--- config.mk ---
export PLATFORM = sky130hd
export DESIGN_NAME = trd_fifo
export DESIGN_NICKNAME = d
export VERILOG_FILES = /design/src/sv/truss_decomposition_top_assert.svh /design/src/sv/trd_fifo.sv
export SDC_FILE = /design/constraint.sdc
export NUM_CORES = 1
export LEC_CHECK = 0
export BUFFER_PORTS_ARGS = -buffer_cell sky130_fd_sc_hd__clkbuf_2
export CAP_MARGIN = 20
export CORE_MARGIN = 3
export CORE_UTILIZATION = 47
export CTS_BUF_LIST = sky130_fd_sc_hd__clkbuf_8
export DETAILED_ROUTE_END_ITERATION = 8
export PLACE_DENSITY_LB_ADDON = 0.12
export SYNTH_ARGS = -nofsm -noshare
export SYNTH_HDL_FRONTEND = slang
export SYNTH_SLANG_ARGS = --single-unit
--- constraint.sdc ---
create_clock -name clk -period 1.4 [get_ports clk]
set_input_delay 0.21 -clock clk [delete_from_list [all_inputs] [get_ports clk]]
set_output_delay 0.21 -clock clk [all_outputs]
set_load 0.02 [all_outputs]
--- src/sv/truss_decomposition_top_assert.svh ---
// ----------------------------------------------------------------------------
// Assertion macros for the truss decomposition block.
// Each macro checks one implication on the rising edge of clk, off during rst.
// ----------------------------------------------------------------------------
`ifndef TRUSS_DECOMPOSITION_TOP_ASSERT_SVH
`define TRUSS_DECOMPOSITION_TOP_ASSERT_SVH

// Consequent must hold in the same cycle as the antecedent.
`define TRD_ASSERT_SAME(label, ante, cons) \
  label: assert property (@(posedge clk) disable iff (rst) (ante) |-> (cons)) \
    else $error("truss decomposition check failed");

// Consequent must hold in the cycle after the antecedent.
`define TRD_ASSERT_NEXT(label, ante, cons) \
  label: assert property (@(posedge clk) disable iff (rst) (ante) |=> (cons)) \
    else $error("truss decomposition check failed");

`endif

--- src/sv/trd_fifo.sv ---
// ----------------------------------------------------------------------------
// trd_fifo
// Small register queue with push/full and pop/empty sides.
// ----------------------------------------------------------------------------
module trd_fifo #(
  parameter int WIDTH = 8,
  parameter int DEPTH = 2
) (
  input  logic             clk,
  input  logic             rst,
  input  logic             push,
  input  logic [WIDTH-1:0] wdata,
  output logic             full,
  input  logic             pop,
  output logic [WIDTH-1:0] rdata,
  output logic             empty
);

  localparam int AW = (DEPTH > 1) ? $clog2(DEPTH) : 1;

  logic [WIDTH-1:0] mem [DEPTH];
  logic [AW-1:0]    wr_ptr;
  logic [AW-1:0]    rd_ptr;
  logic [AW:0]      count;
  logic             do_push;
  logic             do_pop;

  assign full    = (count == (AW+1)'(DEPTH));
  assign empty   = (count == '0);
  assign do_push = push && !full;
  assign do_pop  = pop && !empty;
  assign rdata   = mem[rd_ptr];

  always_ff @(posedge clk) begin
    if (do_push) begin
      mem[wr_ptr] <= wdata;
    end
  end

  always_ff @(posedge clk) begin
    if (rst) begin
      wr_ptr <= '0;
      rd_ptr <= '0;
      count  <= '0;
    end else begin
      if (do_push) begin
        wr_ptr <= (wr_ptr == AW'(DEPTH - 1)) ? '0 : wr_ptr + 1'b1;
      end
      if (do_pop) begin
        rd_ptr <= (rd_ptr == AW'(DEPTH - 1)) ? '0 : rd_ptr + 1'b1;
      end
      if (do_push && !do_pop) begin
        count <= count + 1'b1;
      end else if (do_pop && !do_push) begin
        count <= count - 1'b1;
      end
    end
  end

endmodule

# Word-level counts from Yosys, hierarchy flattened
# Memory sizes are Yosys's and may differ from the RTL's. A register that Yosys moved wholly into a read port is not among the register bits.
# Cells that the tools add are included.
op_classes:
  addsub: 4
  mul: 0
  n_div: 0
  n_lt_le_gt_ge: 0
  eq_ne: 1
  shift: 0
  muxes: 8
  bitwise_logic: 0
  reduce_logical: 10
op_table:
  columns: ["operator", "n"]
  rows:
  - ["2-to-1 mux 1 bit", 6]
  - ["logical AND 1 bit", 4]
  - ["logical NOT 1 bit", 4]
  - ["2-to-1 mux 2 bit", 2]
  - ["adder 1 bit (second input constant)", 2]
  - ["adder 2 x 1 -> 2 bit (second input constant)", 1]
  - ["== test 2 bit (second input constant)", 1]
  - ["logical NOT 2 bit", 1]
  - ["nonzero test 2 bit", 1]
  - ["subtractor 2 x 1 -> 2 bit (second input constant)", 1]
totals:
  register_bits: 4
  latch_bits: 0
  ramBits: 16
  rom_bits: 0
  input_bits: 12
  out_inout_bits: 10
  word_cells: 27
  mem_count: 1
mem_list:
  columns: ["name", "depth", "width", "rd", "rd_clocked_by_memory_dff", "wr", "line", "source"]
  rows:
  - ["mem", 2, 8, 1, 1, 1, "trd_fifo.sv:21", "logic [WIDTH-1:0] mem [DEPTH];"]

# Depth between registers and ports, before layout
depth:
  depth_word: 7
  ltp_mapped: 6
  ltp_nobuf: 6

# Worst setup path before layout
# OpenSTA, ideal clock, no wires.
synth_path:
  path_kind: "flip-flop to flip-flop"
  startpoint: "reg count[1]"
  endpoint: "reg count[1]"
  setup_ns: 0.070
  arrival_ns: 1.517
  setup_slack_ns: -0.187
  stages_incl_launch_ff: 6
  path_buffers: 0
  synth_period_minus_slack_ns: 1.587
  cell_sequence: "dfxtp_1 nor2b_2 nor2_1 ha_1 or3_1 a21oi_1"
synth_between:
  elab_chain_cells: 6
synth_lines:
  columns: ["element", "line", "source"]
  rows:
  - ["start: declaration", "trd_fifo.sv:24", "logic [AW:0] count;"]
  - ["start signal: assignment", "trd_fifo.sv:53", "count <= count + 1'b1;"]
  - ["start signal: assignment", "trd_fifo.sv:55", "count <= count - 1'b1;"]
  - ["== test 2 bit (*)", "trd_fifo.sv:28", "assign full = (count == (AW+1)'(DEPTH));"]
  - ["via full", "trd_fifo.sv:13", "output logic full,"]
  - ["logical NOT 1 bit (*)", "trd_fifo.sv:30", "assign do_push = push && !full;"]
  - ["logical AND 1 bit (*)", "trd_fifo.sv:30", null]
  - ["logical NOT 1 bit", "trd_fifo.sv:54", "end else if (do_pop && !do_push) begin"]
  - ["logical AND 1 bit", "trd_fifo.sv:54", null]
  - ["nonzero test 2 bit (no line)", null, null]
# Mark *: on every way through the listed nets, which the timed path passes. The rest lies on a longest branch. The select of a mux whose other input is x is not followed.
# A chain may end at the register's enable or synchronous reset.

# Worst setup path in the final report
layout_path:
  startpoint: "reg count[1]"
  endpoint: "mem mem[0][1], enable pin"
layout_between:
  elab_chain_cells: 5
layout_lines:
  columns: ["element", "line", "source"]
  rows:
  - ["== test 2 bit", "trd_fifo.sv:28", null]
  - ["logical NOT 1 bit", "trd_fifo.sv:30", null]
  - ["logical AND 1 bit", "trd_fifo.sv:30", null]
  - ["2-to-1 mux 1 bit", "trd_fifo.sv:35", "if (do_push) begin"]
  - ["2-to-1 mux 1 bit (not written as such)", "trd_fifo.sv:36", "mem[wr_ptr] <= wdata;"]
  - ["end: declaration", "trd_fifo.sv:21", null]
# No other way between the ends.

==> impl_metrics.toml <==
[run_status]
outcome = "complete, no violations"

[yosys]
synthCells = 50
synth_nets = 63
ys_ff_latch = 21
synth.top_cell.area_share_pct = 60.57
ys_seq_area_share_pct = 73.19
yosys.cell_types.count = 13
synth.largest_area_cell = "edfxtp_1"
synthTopCellsByArea = "edfxtp_1 61%, dfxtp_1 13%, mux2_2 11%, xor2_1 3.3%, nor2_1 2.4%"
postSynthAreaPerCell_sq_um = 15.87
yosysWarningCount = 0
synth_area_sq_um = 793.3

[critical_path]
endpoint_kind = "register"
startpoint_type = "register"
worstSetupPathType = "reg2reg"
critPathArrivalTime_ns = 1.37
worstPathRequired_ns = 1.37
path_max_fanout = 8

[finish]
diodes = 0
area_growth_syn_to_layout_pct = 54.26
fin_nets = 100
final_area_sq_um = 1224
drive_above_1_share_pct = 65.12
final_cells = 102
fin_util_pct = 79.38

[sta]
worst_hold_slack_ns = 0.1448
max_clock_freq_ghz = 0.7161
grt_setup_unrepaired = "yes"
relSlewSlack_pct = 88.94
finalCritPeriodShare_pct = 99.75
max_slew.worst_pin.slew_ns = 0.1648
finalSetupViolCount = 0
fin_tns_setup_ns = 0
setup_ws_ns = 0.003530
fin_crit_ns = 1.396
skew_ns = 0.001493
hold_viol = 0
slew_viol_final = 0

[global_routing]
track_usage_pct = 14.51
antenna_found_initial = 0
first_global_vias = 519
grt_pass1_wl_microns = 2132
grt-ovfl-total = 0
grt_max_degree = 12

[clocking]
cts.hold.buffers_added = 0
h-tree-depth = 1
cts_root_buf = "clkbuf_8"
clkLatencyLatePin_ns = 0.25
cts_sinks = 21
cts_inserted_buffers = 3
cts_buffer_depth = 2
path_clk_slew_ns = 0.07
cts_tree = "yes"

[placed_design]
dp.cells = 93
place_ws_ns = -0.02718
dpl_cell_area_sq_um = 998.5
portBuffers = 21
gp_congestion = 0.6619
dp_hpwl_microns = 936.8

[floorplanning]
dieWidth_microns = 47.08
num_rows = 14
io_pins = 22
die_area_sq_um = 2217
die_h_microns = 47.08
initial_core_util_pct = 51.46
coreArea_sq_um = 1541

[pwr]
power_density_nw_per_um2 = 1957
p_total_mw = 2.395
ir_worst_vdd_uv = 1200
leakage_nw = 0.5074

[job]
cap_violations = 0

[route]
drtAntennaViolNets = 0
detail_route.wl_per_cell_microns = 14.25
route.detailed.drc = 0
vias = 515
viasPerCell = 5.049
wl_microns = 1454
firstDrtPassIters = 3
drt-initial-drc-count = 2

[min_path]
worst_hold_path_type = "in2reg"
## worst paths after layout
path / from / endpoint / slack (ns) / depth (start not counted)
hold reg to reg: wr_ptr$_SDFFE_PP0N_ / wr_ptr$_SDFFE_PP0N_ / 0.50 / 2
setup / recovery: count[1]$_SDFFE_PP0P_ / mem[0][1]$_DFFE_PP_ / 0.004 / 5
setup reg to reg: count[1]$_SDFFE_PP0P_ / mem[0][1]$_DFFE_PP_ / 0.004 / 5
hold / removal: wdata[6] / mem[0][6]$_DFFE_PP_ / 0.14 / 1
## sequential cells by signal, indices dropped and copies added (netlist names), named ones only
name,count
wr_ptr,1
count,2
rd_ptr,1
mem,16
## cell usage after synthesis, drive strengths merged
cell and instances:
inv 2, a21oi 2, and2 1, nor2 5, o21ai 3, or3 2, edfxtp 16, nor2b 1
mux2 8, dfxtp 5, ha 1, buf 1, xor2 3
## placed cells by master, fill, tap and decap left out, types with 2 or more instances in the layout
master	count
buf_12	2
buf_4	9
buf_6	8
buf_8	2
clkbuf_2	12
clkbuf_8	3
dfxtp_1	2
dfxtp_2	2
edfxtp_1	16
inv_1	2
mux2_2	3
mux2_4	5
nor2_1	3
xor2_1	2
## metal layers
metal	vias up	global-route usage (%)	routed length (microns)
met5	-	0	0
met4	0	8.840	8
li1	251	-	-
met1	247	14.89	562
met2	15	26.02	811
met3	2	3.831	71
## power breakdown
part           internal, mW  total [mW]  switching, mW
clock network         0.195       0.369          0.175
logic                 0.645        1.15          0.508
registers             0.808       0.872         0.0639
total                  1.65        2.40          0.747
## worst max-delay path, cell delays in order (launching register included)
cell     delay [ns]
dfxtp_2        0.33
nor2b_4        0.13
buf_4          0.13
or3_4          0.34
inv_4          0.07
buf_12         0.11
## cell type report
cell class / instances / area (sq um)
clock inverter: 1 / 3.754
multi-input combinational: 26 / 274.0
tap: 16 / 20.02
timing repair buffer: 33 / 287.8
sequential: 21 / 586.8
clock buffer: 3 / 41.29
inverter: 2 / 10.01
fill: 89 / 317.8
## kinds of logic (layout without fill, tap and decap cells)
logic type / after synthesis / after routing / synth area share (%)
compound gates: 5 / 5 / 3.154
flops: 21 / 21 / 73.19
simple gates: 9 / 9 / 5.837
fa+ha+maj: 1 / 1 / 1.577
mux: 8 / 8 / 11.36
xor+xnor: 3 / 3 / 3.313
buf+inv: 3 / 39 / 1.577
## what timing repair did
action / 4_1_cts / 5_1_grt
gates resized for setup: 15 / 34
pin swaps: 4 / 3
setup buffers: 4 / 1
endpoints found under the setup margin: 9 / 10
No activity file was read; power rests on OpenSTA's default activity.
