$ cat src/sv/truss_decomposition_top_assert.svh
// ----------------------------------------------------------------------------
// Assertion macros for the truss decomposition block.
// Each macro checks one implication on the rising edge of clk, off during rst.
// ----------------------------------------------------------------------------
`ifndef TRUSS_DECOMPOSITION_TOP_ASSERT_SVH
`define TRUSS_DECOMPOSITION_TOP_ASSERT_SVH

// Consequent must hold in the same cycle as the antecedent.
`define TRD_ASSERT_SAME(label, ante, cons) \
  label: assert property (@(posedge clk) disable iff (rst) (ante) |-> (cons)) \
    else $error("truss decomposition check failed");

// Consequent must hold in the cycle after the antecedent.
`define TRD_ASSERT_NEXT(label, ante, cons) \
  label: assert property (@(posedge clk) disable iff (rst) (ante) |=> (cons)) \
    else $error("truss decomposition check failed");

`endif

$ cat src/sv/trd_pkg.sv
// ----------------------------------------------------------------------------
// trd_pkg
// Types and constants shared by the truss decomposition modules.
// ----------------------------------------------------------------------------
package trd_pkg;

  localparam int NUM_VERTICES = 64;
  localparam int NUM_EDGES    = 1024;
  localparam int VW = 6;   // vertex number
  localparam int EW = 10;  // edge number
  localparam int CW = 11;  // edge count
  localparam int PW = 12;  // vertex pair address
  localparam int SW = 6;   // support
  localparam int TW = 7;   // trussness

  localparam logic [1:0] OP_ADD     = 2'd0;
  localparam logic [1:0] OP_COMPUTE = 2'd1;
  localparam logic [1:0] OP_READ    = 2'd2;
  localparam logic [1:0] OP_NOP     = 2'd3;

  localparam logic [2:0] ST_OK        = 3'd0;
  localparam logic [2:0] ST_FULL      = 3'd1;
  localparam logic [2:0] ST_DUP       = 3'd2;
  localparam logic [2:0] ST_BAD_INDEX = 3'd3;
  localparam logic [2:0] ST_NOT_READY = 3'd4;

  localparam logic [TW-1:0] BASE_TRUSS = 7'd2;
  localparam logic [VW-1:0] V_LAST     = VW'(NUM_VERTICES - 1);
  localparam logic [CW-1:0] EDGES_MAX  = CW'(NUM_EDGES);

  typedef struct packed {
    logic [1:0]    operation;
    logic [VW-1:0] vertex_a;
    logic [VW-1:0] vertex_b;
    logic [EW-1:0] edge_index;
  } in_t;

  typedef struct packed {
    logic [TW-1:0] edge_trussness;
    logic [2:0]    status;
    logic [CW-1:0] edge_count;
  } out_t;

  typedef enum logic [1:0] {
    K_ADD     = 2'd0,
    K_COMPUTE = 2'd1,
    K_READ    = 2'd2,
    K_NOP     = 2'd3
  } kind_t;

  typedef struct packed {
    kind_t         kind;
    logic [VW-1:0] a;
    logic [VW-1:0] b;
    logic [EW-1:0] idx;
  } cmd_t;

endpackage

$ cat src/sv/trd_fifo.sv
// ----------------------------------------------------------------------------
// trd_fifo
// Small register queue with push/full and pop/empty sides.
// ----------------------------------------------------------------------------
module trd_fifo #(
  parameter int WIDTH = 8,
  parameter int DEPTH = 2
) (
  input  logic             clk,
  input  logic             rst,
  input  logic             push,
  input  logic [WIDTH-1:0] wdata,
  output logic             full,
  input  logic             pop,
  output logic [WIDTH-1:0] rdata,
  output logic             empty
);

  localparam int AW = (DEPTH > 1) ? $clog2(DEPTH) : 1;

  logic [WIDTH-1:0] mem [DEPTH];
  logic [AW-1:0]    wr_ptr;
  logic [AW-1:0]    rd_ptr;
  logic [AW:0]      count;
  logic             do_push;
  logic             do_pop;

  assign full    = (count == (AW+1)'(DEPTH));
  assign empty   = (count == '0);
  assign do_push = push && !full;
  assign do_pop  = pop && !empty;
  assign rdata   = mem[rd_ptr];

  always_ff @(posedge clk) begin
    if (do_push) begin
      mem[wr_ptr] <= wdata;
    end
  end

  always_ff @(posedge clk) begin
    if (rst) begin
      wr_ptr <= '0;
      rd_ptr <= '0;
      count  <= '0;
    end else begin
      if (do_push) begin
        wr_ptr <= (wr_ptr == AW'(DEPTH - 1)) ? '0 : wr_ptr + 1'b1;
      end
      if (do_pop) begin
        rd_ptr <= (rd_ptr == AW'(DEPTH - 1)) ? '0 : rd_ptr + 1'b1;
      end
      if (do_push && !do_pop) begin
        count <= count + 1'b1;
      end else if (do_pop && !do_push) begin
        count <= count - 1'b1;
      end
    end
  end

endmodule

$ cat src/sv/trd_front.sv
// ----------------------------------------------------------------------------
// trd_front
// Takes requests, decodes the operation into a command and queues it.
// ----------------------------------------------------------------------------
module trd_front (
  input  logic          clk,
  input  logic          rst,
  input  logic          push,
  input  trd_pkg::in_t  item,
  input  logic          hold,
  output logic          full,
  output trd_pkg::cmd_t cmd,
  output logic          cmd_empty,
  input  logic          cmd_pop
);

  trd_pkg::cmd_t cmd_in;
  logic          q_full;
  logic          q_push;

  always_comb begin
    cmd_in.a   = item.vertex_a;
    cmd_in.b   = item.vertex_b;
    cmd_in.idx = item.edge_index;
    case (item.operation)
      trd_pkg::OP_ADD:     cmd_in.kind = trd_pkg::K_ADD;
      trd_pkg::OP_COMPUTE: cmd_in.kind = trd_pkg::K_COMPUTE;
      trd_pkg::OP_READ:    cmd_in.kind = trd_pkg::K_READ;
      default:             cmd_in.kind = trd_pkg::K_NOP;
    endcase
  end

  // Intake is closed while the back end clears its pair table.
  assign full   = q_full || hold;
  assign q_push = push && !full;

  trd_fifo #(
    .WIDTH ($bits(trd_pkg::cmd_t)),
    .DEPTH (2)
  ) u_cmd_q (
    .clk   (clk),
    .rst   (rst),
    .push  (q_push),
    .wdata (cmd_in),
    .full  (q_full),
    .pop   (cmd_pop),
    .rdata (cmd),
    .empty (cmd_empty)
  );

endmodule

$ cat config.mk
export PLATFORM = sky130hd
export DESIGN_NAME = trd_front
export DESIGN_NICKNAME = d
export VERILOG_FILES = /design/src/sv/truss_decomposition_top_assert.svh /design/src/sv/trd_pkg.sv /design/src/sv/trd_fifo.sv /design/src/sv/trd_front.sv
export SDC_FILE = /design/constraint.sdc
export NUM_CORES = 1
export LEC_CHECK = 0
export ABC_AREA = 1
export BUFFER_PORTS_ARGS = -buffer_cell sky130_fd_sc_hd__buf_2
export CORE_MARGIN = 1.5
export CORE_UTILIZATION = 25
export DETAILED_ROUTE_END_ITERATION = 6
export PLACE_DENSITY = 0.54
export SLEW_MARGIN = 20
export SYNTH_ARGS = -nofsm -noshare
export SYNTH_HDL_FRONTEND = slang
export SYNTH_HIERARCHICAL = 1
export SYNTH_SLANG_ARGS = --single-unit
$ cat constraint.sdc
create_clock -name clk -period 5.2 [get_ports clk]
set_input_delay 0 -clock clk [delete_from_list [all_inputs] [get_ports clk]]
set_output_delay 0 -clock clk [all_outputs]
set_load 0.005 [all_outputs]
# Word level (Yosys, flattened, before mapping)
# Memories as Yosys holds them, arrays and structs flattened. A register that Yosys moved wholly into a read port is not among the register bits.
# Cells that the tools add are included.
# op_classes
n_reduce_logical	14
mux	9
n_addsub	4
n_eq_ne	3
# op_table
operator	count
$mux 1	6
$pmux 2 s3	1
$logic_and 1x1->1	5
$logic_not 1->1	5
$eq 2x2->1 const B	2
$logic_not 2->1	2
$mux 2	2
$add 1x1->1 const B	2
$add 2x1->2 const B	1
$eq 2x1->1 const B	1
$reduce_bool 2->1	1
$sub 2x1->2 const B	1
$logic_or 1x1->1	1
# totals
register_bits	4
elab_cells	34
memories	1
ramBits	48
# memory_table
memory	depth	width	rd	rd_clocked_by_memory_dff	write_ports	line_no	text
u_cmd_q.mem	2	24	1	1	1	trd_fifo.sv:21	logic [WIDTH-1:0] mem [DEPTH];

# Depth between registers and ports, before layout
# Gate-level depths: netlist of run 1.
# depth
word_depth	9
ltp_mapped	14
mapped_depth_nobuf	14

# Modules after synthesis
# The synthesis of run 1 kept the hierarchy.
# by_module_without_submodules
module	cells_per_inst	instances	area_per_inst_um2
trd_fifo	112	1	2090.8
trd_front	7	1	31.3

# Worst setup path after synthesis of run 1
# No wires, ideal clock.
# synth_timing
kind	reg2reg
start	register u_cmd_q.count[0]
end	memory u_cmd_q/mem[1][0] (netlist name) (enable)
path_slack_ns	2.979
n_path_buf	0
required_time_ns	4.795
arrival_ns	1.816
path_stages_with_launch	7
period_less_slack_ns	2.221
cell_sequence	dfxtp_1 > nor2_1 > inv_1 > nand2_2 > nor2_2 > o21ai_2 > nor2_1
# synth_via
elab_chain_len	7
word_cells_on_any_way	8
classes_between	eq/ne: 1; mux: 2; reduce/logical: 5
# synth_rtl
item	line_no	text
start, declared	trd_fifo.sv:24	logic [AW:0] count;
start signal, assigned	trd_fifo.sv:53	count <= count + 1'b1;
start signal, assigned	trd_fifo.sv:55	count <= count - 1'b1;
$eq 2x2->1	trd_fifo.sv:28	assign full = (count == (AW+1)'(DEPTH));
via q_full	trd_front.sv:18	logic q_full;
$logic_or 1x1->1	trd_front.sv:34	assign full = q_full || hold;
via full	trd_front.sv:11	output logic full,
$logic_not 1->1	trd_front.sv:35	assign q_push = push && !full;
$logic_and 1x1->1	trd_front.sv:35	
via q_push	trd_front.sv:19	logic q_push;
$logic_and 1x1->1	trd_fifo.sv:30	assign do_push = push && !full;
$mux 1	trd_fifo.sv:35	if (do_push) begin
$mux 1 (not written as such)	trd_fifo.sv:36	mem[wr_ptr] <= wdata;
end, declared	trd_fifo.sv:21	
# The timed path passes the listed nets, and every way through them passes these cells.

==> results of run 1 <==
[power groups by stage]
stage	Sequential (µW)	Combinational, µW	Clock (µW)
after detailed placement	577	250	0
final	564	259	268
after global placement	574	249	0
after CTS	567	265	279
after global routing	574	290	294
after floorplan	541	207	0
[worst paths after layout]
kind                          from                 end  slack [ns]  depth (start not counted)
setup / recovery          register              cmd[6]        3.48                          2
hold / removal             cmd_pop      u_cmd_q/rd_ptr         0.1                          4
setup reg to reg  u_cmd_q/count[0]  u_cmd_q/mem[1][22]        3.61                          7
hold reg to reg     u_cmd_q/wr_ptr      u_cmd_q/wr_ptr        0.53                          2
[cell type report]
class,instances,area (µm²),area share [%]
flip-flops and latches,53,1540,54.2
repair buffers,81,536,18.8
multi-input cells,49,482,16.9
well taps,105,131,4.62
clock buffers,6,72.6,2.55
inverters,12,45.0,1.58
clock inverters,2,35.0,1.23
[tightest hold or removal path, stage by stage]
cell                      delay [ns]
sky130_fd_sc_hd__buf_2          0.10
sky130_fd_sc_hd__o21ai_2        0.07
sky130_fd_sc_hd__o21ai_0        0.10
sky130_fd_sc_hd__nor2_1         0.08
[synthesized netlist by cell type]
cell	number	area, µm²
sky130_fd_sc_hd__edfxtp_1	48	1440
sky130_fd_sc_hd__mux2_4	20	300
sky130_fd_sc_hd__inv_1	9	33.8
sky130_fd_sc_hd__nor2_1	9	33.8
sky130_fd_sc_hd__dfxtp_1	5	100
sky130_fd_sc_hd__mux2_2	4	45.0
sky130_fd_sc_hd__inv_2	3	11.3
sky130_fd_sc_hd__nand2_1	3	11.3
sky130_fd_sc_hd__buf_12	2	40.0
sky130_fd_sc_hd__clkbuf_1	2	7.51
sky130_fd_sc_hd__nand2_2	2	12.5
sky130_fd_sc_hd__o21ai_0	2	10.0
sky130_fd_sc_hd__o21ai_2	2	17.5
sky130_fd_sc_hd__a21oi_1	1	5.00
sky130_fd_sc_hd__and2_1	1	6.26
sky130_fd_sc_hd__buf_6	1	11.3
sky130_fd_sc_hd__ha_1	1	12.5
sky130_fd_sc_hd__nand3_1	1	5.00
sky130_fd_sc_hd__nand4_1	1	6.26
sky130_fd_sc_hd__nor2_2	1	6.26
sky130_fd_sc_hd__o21ai_1	1	5.00
[what timing repair did]
action | in CTS | in global routing
hold buffers | 25 | 0
setup endpoints to repair | 0 | 0
endpoints found under the hold margin | 51 | 0
[kinds of logic after synthesis]
| logic type | share of synthesized area, % |
|---|---|
| AOI/OAI and AO/OA | 1.77 |
| DFF | 72.6 |
| and+or+nand+nor | 3.83 |
| buffers and inverters | 4.89 |
| muxes | 16.3 |
| adders and majority gates | 0.590 |
[stage by stage]
stage / hold slack (ns) / setup slack [ns]
final: 0.0984 / 3.48
after CTS: 0.0894 / 3.41
after detailed placement: 0.194 / 3.58
after global placement: 0.192 / 3.62
after floorplan: 0.0877 / 2.98
after global routing: 0.119 / 3.34
[sequential cells by signal, indices dropped and copies added (netlist names), named ones only]
signal	flops
u_cmd_q/rd_ptr	1
u_cmd_q/mem	48
u_cmd_q/count	2
u_cmd_q/wr_ptr	1
[cell usage in the layout (no fill, tap or decap), types with 2 or more instances in the layout]
cell type	Yosys	routed
sky130_fd_sc_hd__clkbuf_8	0	5
sky130_fd_sc_hd__nor2_1	9	7
sky130_fd_sc_hd__buf_4	0	2
sky130_fd_sc_hd__inv_1	9	9
sky130_fd_sc_hd__inv_2	3	3
sky130_fd_sc_hd__dlygate4sd3_1	0	25
sky130_fd_sc_hd__mux2_4	20	20
sky130_fd_sc_hd__mux2_2	4	4
sky130_fd_sc_hd__dfxtp_1	5	4
sky130_fd_sc_hd__o21ai_0	2	2
sky130_fd_sc_hd__o21ai_2	2	2
sky130_fd_sc_hd__buf_2	0	54
sky130_fd_sc_hd__edfxtp_1	48	48
sky130_fd_sc_hd__nand2_1	3	3
sky130_fd_sc_hd__nor2_2	1	3
sky130_fd_sc_hd__nand2_2	2	2
[routing by layer]
metal | global-route usage, % | vias to the layer above
met4 | 2.61 | 0
met5 | 0 | -
li1 | - | 587
met2 | 13.7 | 39
met1 | 10.8 | 583
met3 | 3.75 | 6
==> run summary, run 1 <==
The worst setup path is of the register to primary output kind. The number of clock buffers inserted by TritonCTS is 5. The minimum clock period after layout came out at 1.72 ns. The clock sink count came out at 53. STA classifies the critical path endpoint as a primary output.

The final number of hold-violating endpoints is 0. The total congestion overflow after global routing came out at 0. The first-pass GRT wire length is 5780 µm.

The floorplan has 33 rows. Synthesis produced 119 cells. The delay of the slowest cell on the worst path is 0.86 ns. The number of primary I/O pins came out at 55.

The worst setup path is launched from a register. The mean instance size in the synthesized netlist is 17.8 µm². The overall power after layout came out at 1090 µW. The highest metal layer carrying signal wires in the routed design is met4. The post-route cell area is 2840 µm². The power density over the cells is 384 nW/µm². The overall die area is 9050 µm². In the final design database the tool counted 232 nets. The number of violations reported at the end of detailed-routing iteration 0 came out at 38. The cell area that synthesis handed to floorplanning was 2120 µm². After detailed routing, the wire length on met1 is 1650 µm. The actual transition at the worst max-transition pin came out at 0.797 ns. TritonCTS built the clock tree.

In this run the vertical extent of the chip is 95.1 µm. Headroom to the max-slew limit came out at 46.9%. The post-placement cell count came out at 275. The post-route netlist has 48.3% of its cells at a drive strength greater than 1.

During placement, the flow inserted port buffers numbering 54. The share of total power in the clock network is 24.6%. The number of setup buffers added after CTS is 0. The clock tree synthesis step divided the H-tree into 2 levels. The area growth from synthesis to layout is 34.0%. The warning count from the yosys run is 6. The flip-flop and latch count after synthesis came out at 53. Post-CTS repair changed the size of 0 cells.

For this run, the detailed router's first-pass iteration total came to 4. The run finished with clean final reports. The switching power share of the total came out at 25.4%. The post-route DRC violation count is 0. The number of antenna violations at the first check in global routing is 0.

The number of global-route vias before repair was 1,220. The number of failing setup endpoints in the final timing report came out at 0. For this design, the slowest cell found on the critical path is sky130_fd_sc_hd__dfxtp_2. The tightest min-delay check is of the input port to register type.

Registers are responsible for 51.7% of the overall power. The number of non-filler instances in the completed layout came out at 308. The clock-pin slew of the registers on the worst-case setup and hold paths came out at 0.08 ns. Entering global routing, the biggest net connects 25 pins. Clock skew on the completed layout was measured at 0.00994 ns. The HPWL after detailed placement is 2450 µm. The period utilization came out at 33.0%.

Grouping stages by cell kind, the critical path spends the most delay in flip-flops. The antenna diode instance count came out at 0. The number of inserted filler cells in the final layout is 809. The worst supply voltage drop on vdd came out at 0.167 mV. Once the floorplan was initialized, standard cells occupied 25.8% of the core. The count of max-cap constraint violations is 0. The clock insertion delay at the later pin of the skew report is 0.30 ns. For this run, the share of the core covered by cells in the final layout is 34.6%. The chip width is 95.1 µm.

In this run the deepest clock path goes through 2 buffers. The buffer and inverter count on the worst path is 1. The part of the Yosys area used for sequential elements came out at 72.6%. The upper clock frequency limit is 582 MHz. The total vias in the final route came out at 1,215. In this run, distinct cell masters in the synthesized netlist total 21. Setup repair after global routing left no endpoint under its margin.

The overall track demand over capacity in global routing came out at 8.68%. The arrival time reported for the critical path endpoint is 1.72 ns. The total nets after synthesis is 149. At the end of routability-driven placement, the weighted congestion stood at 0.677. The internal power came out at 814 µW.

In the routed layout, each cell is associated on average with a via count of 3.94. In the detailed route, the total length drawn on met2 is 1660 µm. In this run the cell area measured after placement is 2490 µm². At the worst endpoint, the required time is 5.20 ns. The count of antenna-violating nets left after detailed routing came out at 0. The count of pins over their slew limit came to 0. The critical path goes through mux2_2, buf_2.

The analysis attributes to net switching a power of 277 µW. The clock tree root buffer cell is sky130_fd_sc_hd__clkbuf_8. The routed design uses 305 µm of met3 wire. The core area came out at 8220 µm². The maximum fanout count along the critical path came out at 24.

The combinational group share of total power came out at 23.8%. The wire length reported by the detailed router is 3660 µm. In the final timing run, aggregate negative setup slack is 0 ns. The static leakage came out at 0.00112 µW.

The mean routed wirelength per cell came out at 11.9 µm.
Note: power is estimated with default switching activity, not from simulation.
==> run 2, diff against run 1 <==
- ABC_AREA: 1 -> 0
- PLACE_DENSITY: 0.54 -> 0.56
- clock period: 5.2 -> 1.5 ns (I/O delays scaled with it)
==> run summary, run 2 <==
The number of I/O port buffers came out at 54 (unchanged). The detailed placer's ending HPWL is 2330 µm (-4.6%). The number of failing setup endpoints in the final timing report was 41 (+41). The synthesized instance count came out at 104 (-13%). The distinct cell type count after synthesis is 16 (-24%). The combinational group share of total power was 32.7% (+8.9 points). The worst supply voltage drop on vdd was 0.900 mV (+440%). The data required time at the worst endpoint came out at 1.52 ns (-3.68 ns). The static leakage is 0.00111 µW (-0.60%). The worst slew slack as a fraction of its limit is 82.8% (+36 points). The class of the worst hold path is input port to register.

The weighted congestion at the end of routability-driven global placement came out at 0.684 (+0.99%). The core utilization of the finished layout came out at 38.3% (+3.7 points). Setup repair after global routing could not meet its margin everywhere.

The clock-pin slew of the registers on the worst-case setup and hold paths is 0.09 ns (about the same). Leaving out fill and tap cells, the most frequent cell in the layout is sky130_fd_sc_hd__buf_2. The setup slack of the critical path after layout is -0.123 ns (-3.60 ns). In the synthesized netlist, the cells that appear most often are sky130_fd_sc_hd__edfxtp_1 (48), sky130_fd_sc_hd__mux2_2 (24), sky130_fd_sc_hd__dfxtp_1 (5), sky130_fd_sc_hd__nor2_1 (5). Yosys attributes the largest share of cell area to sky130_fd_sc_hd__edfxtp_1 (73%), sky130_fd_sc_hd__mux2_2 (14%), sky130_fd_sc_hd__dfxtp_1 (5.1%), sky130_fd_sc_hd__xor2_1 (1.3%), sky130_fd_sc_hd__nor2_1 (0.95%). The period utilization is 108%. Clock tree synthesis selected as its root buffer the cell sky130_fd_sc_hd__clkbuf_8. The most numerous cell type found on the critical path is sky130_fd_sc_hd__buf_12. The total nets after synthesis came out at 134 (-10%). The routed via count divided by cell count came out at 3.97 (+0.74%).

In the synthesized netlist the dominant register cell turns out to be sky130_fd_sc_hd__edfxtp_1. The net switching power of the design was 1020 µW (+270%). The arrival time reported for the critical path endpoint came out at 1.64 ns (-0.08 ns).

The core area is 7690 µm² (-6.4%). The register with the most flip-flops is u_cmd_q/mem. Traced cell by cell, the critical path runs through nor2b_4, nor3b_2, inv_1, or3_4, clkinvlp_4, buf_12, buf_12.

The share of total power in the clock network is 19.7% (-4.9 points). In this run the worst setup path terminates at u_cmd_q/mem[0][2]. The number of violations reported at the end of detailed-routing iteration 0 is 82 (+120%).

The number of inserted filler cells in the final layout came out at 749 (-7.4%). The count of pins over their slew limit is 0 (unchanged). The type of element capturing the critical path is a register. The total vias in the final route is 1,216 (+0.082%). The clock sink count came to 53 (unchanged).

The delay of the slowest cell on the worst path is 0.35 ns (-0.51 ns). The sequential cell fraction of total power was 47.6% (-4.1 points). The final worst hold slack came out at 0.154 ns (+0.0555 ns). The number of global-route vias before repair came out at 1,235 (+1.2%). The maximum fanout count along the critical path is 8 (-67%).

The share of async-settable or async-resettable flops after synthesis was 0% (unchanged). The vertical die dimension came to 91.7 µm (-3.6%). The overall track demand over capacity in global routing is 9.03% (+0.35 points). The area fraction of the dominant cell type after synthesis is 73.3% (+5.4 points). The count of nets after finishing is 233 (+0.43%). The power density over the cells is 1320 nW/µm² (+240%). The upper clock frequency limit is 616 MHz. The largest net degree at the start of global routing is 17 (-32%). The final number of hold-violating endpoints is 0 (unchanged). The startpoint kind of the worst setup timing path is a register. The number of cells on the critical path was 7 (+5). The most used standard cell by instance count after synthesis is sky130_fd_sc_hd__edfxtp_1. The number of synthesized flops with an enable pin is 48 (unchanged). The switching power share of the total came out at 26.1% (+0.67 points). The maximum level of the CTS H-tree is 2 (unchanged). The fraction of final layout cells with drive strength greater than 1 is 54.4% (+6.1 points). The initial cell density of the core is 25.6% (-0.26 points).

TritonCTS built the clock tree. The chip width is 91.7 µm (-3.6%). The overall die area is 8400 µm² (-7.1%). The buffer and inverter count on the worst path is 4 (+3).

The internal power came out at 2880 µW (+250%). The number of cells on the worst reg-to-reg path came out at 7 (unchanged). The smallest clock period supported by the final layout is computed as 1.62 ns.

The run finished, with violations left. The mean routed wirelength per cell is 12.0 µm (+1.3%). The number of antenna violations at the first check in global routing came out at 0 (unchanged).

The number of core rows came out at 32 (-3.0%). The actual transition at the worst max-transition pin came to 0.255 ns (-0.542 ns). The part of the Yosys area used for sequential elements is 78.4% (+5.8 points).

In the layout the commonest cells are sky130_fd_sc_hd__buf_2 (54), sky130_fd_sc_hd__edfxtp_1 (48), sky130_fd_sc_hd__dlygate4sd3_1 (25), sky130_fd_sc_hd__mux2_2 (24), sky130_fd_sc_hd__buf_4 (10). The number of buffers on the longest clock path was 2 (unchanged). The worst setup slack for register-to-register paths came to -0.12 ns (-3.73 ns). The checks that failed: negative setup slack. Grouping stages by cell kind, the critical path spends the most delay in simple AND/OR/NAND/NOR gates. The flip-flop and latch count after synthesis was 53 (unchanged). The critical path is of the register to register type. The start point of the critical path is u_cmd_q/count[1].

The pre-CTS worst setup slack is -0.147 ns (-3.72 ns). The clock insertion delay at the later pin of the skew report was 0.30 ns (about the same). The endpoint identified for the worst register-to-register timing path is u_cmd_q/mem[0][2].

The count of antenna-violating nets left after detailed routing is 0 (unchanged). The area of the mapped netlist came out at 1970 µm² (-7.4%). The wire length reported by the detailed router is 3680 µm (+0.60%). The first-pass GRT wire length came out at 5820 µm (+0.71%). The total congestion overflow after global routing came to 0 (unchanged).

The warning count from the yosys run is 6 (unchanged). The beginning of the worst register-to-register path is u_cmd_q/count[1]. The cell with the largest stage delay on the worst path is sky130_fd_sc_hd__or3_4. The area growth from synthesis to final layout is 49.7%. The post-route DRC violation count is 0 (unchanged). The count of max-cap constraint violations came to 0 (unchanged). The worst setup skew after layout is 0.0102 ns (+0.000258 ns). The number of clock buffers inserted by TritonCTS came out at 5 (unchanged).

The number of search-and-repair iterations in the first detailed-routing pass came to 3 (-1). The antenna diode instance count is 0 (unchanged). The mean instance size in the synthesized netlist is 18.9 µm² (+6.0%).

The largest registers in the layout are u_cmd_q/mem: 48 flops, u_cmd_q/count: 2 flops. The number of primary I/O pins came out at 55 (unchanged). The number of flip-flops in the largest register came out at 48 (unchanged). Of all cell types, the one taking the most synthesized area is sky130_fd_sc_hd__edfxtp_1.
[run 2: cell count changes in the layout (fill, tap and decap cells not counted), moves of 3 or more]
| cell | previous run | this run |
|---|---|---|
| sky130_fd_sc_hd__inv_2 | 3 | 0 |
| sky130_fd_sc_hd__inv_1 | 9 | 1 |
| sky130_fd_sc_hd__mux2_2 | 4 | 24 |
| sky130_fd_sc_hd__nand2_1 | 3 | 0 |
| sky130_fd_sc_hd__mux2_4 | 20 | 0 |
| sky130_fd_sc_hd__xor2_1 | 0 | 3 |
| sky130_fd_sc_hd__buf_12 | 0 | 5 |
| sky130_fd_sc_hd__nor2_1 | 7 | 4 |
| sky130_fd_sc_hd__buf_4 | 2 | 10 |
[run 2: cells by family (layout without fill, tap and decap cells)]
group / after synthesis / in the layout / synth area share [%]
AOI/OAI and AO/OA: 5 / 5 / 1.27
xor gates and xnor gates: 3 / 3 / 1.34
adders and majority gates: 1 / 1 / 0.636
buffers and inverters: 7 / 107 / 1.53
DFF: 53 / 53 / 78.4
muxes: 24 / 24 / 13.7
and+or+nand+nor: 11 / 11 / 3.06
[run 2: metrics by stage]
stage	cell area, µm²	TNS, ns	std cells	total power [µW]
floorplan	1990	-4.54	104	2480
global placement	2500	-4.04	267	3010
detailed placement	2500	-4.17	267	3020
CTS	2930	-3.48	305	3970
global route	2940	-7.63	306	4120
finish	2940	-2.85	306	3890
[run 2: how the worst min path moves through the flow]
stage              from            endpoint  slack, ns  cells past startpoint
5_1_grt            hold      u_cmd_q/wr_ptr       0.18                      5
4_1_cts            hold      u_cmd_q/wr_ptr       0.13                      5
3_5_place_dp   item[20]  u_cmd_q/mem[0][20]       0.19                      1
3_3_place_gp   item[16]  u_cmd_q/mem[1][16]       0.19                      1
6_report           hold      u_cmd_q/wr_ptr       0.15                      5
2_1_floorplan       rst    u_cmd_q/count[1]       0.06                      1
[run 2: worst reg2reg max path: stages, from the launching register on]
cell and delay [ns]:
sky130_fd_sc_hd__dfxtp_2 0.32, sky130_fd_sc_hd__nor2b_4 0.12, sky130_fd_sc_hd__nor3b_2 0.14, sky130_fd_sc_hd__inv_1 0.08, sky130_fd_sc_hd__or3_4 0.35, sky130_fd_sc_hd__clkinvlp_4 0.11
sky130_fd_sc_hd__buf_12 0.12, sky130_fd_sc_hd__buf_12 0.12
[run 2: power groups by stage]
stage / Sequential, µW / Clock [µW] / Combinational, µW
floorplan: 1890 / 0 / 590
global placement: 1880 / 0 / 1130
detailed placement: 1890 / 0 / 1130
CTS: 1860 / 798 / 1320
global route: 1870 / 850 / 1400
finish: 1850 / 767 / 1270
[run 2: repair_timing]
| action | in CTS | in global routing |
|---|---|---|
| setup endpoints to repair | 50 | 50 |
| resized for setup | 2 | 2 |
| endpoints found under the hold margin | 53 | 0 |
| pin swaps | 2 | 1 |
| setup buffers | 3 | 1 |
| hold buffers | 25 | 0 |
| cloned | 2 | 1 |
[run 2: cell type report]
cell class,instances,area [µm²],share of cell area [%]
well taps,102,128,4.34
clock inverters,3,17.5,0.595
multi-input cells,44,414,14.1
flip-flops and latches,53,1540,52.5
inverters,2,11.3,0.383
repair buffers,97,759,25.8
clock buffers,5,68.8,2.34
[run 2: per-layer routing]
metal  GRT usage, %  wire length (µm)  part of all wire [%]
met1           11.2              1700                    46
met2           15.0              1760                    48
met3           2.82               177                   4.8
met4           2.86                39                   1.1
met5              0                 0                     0
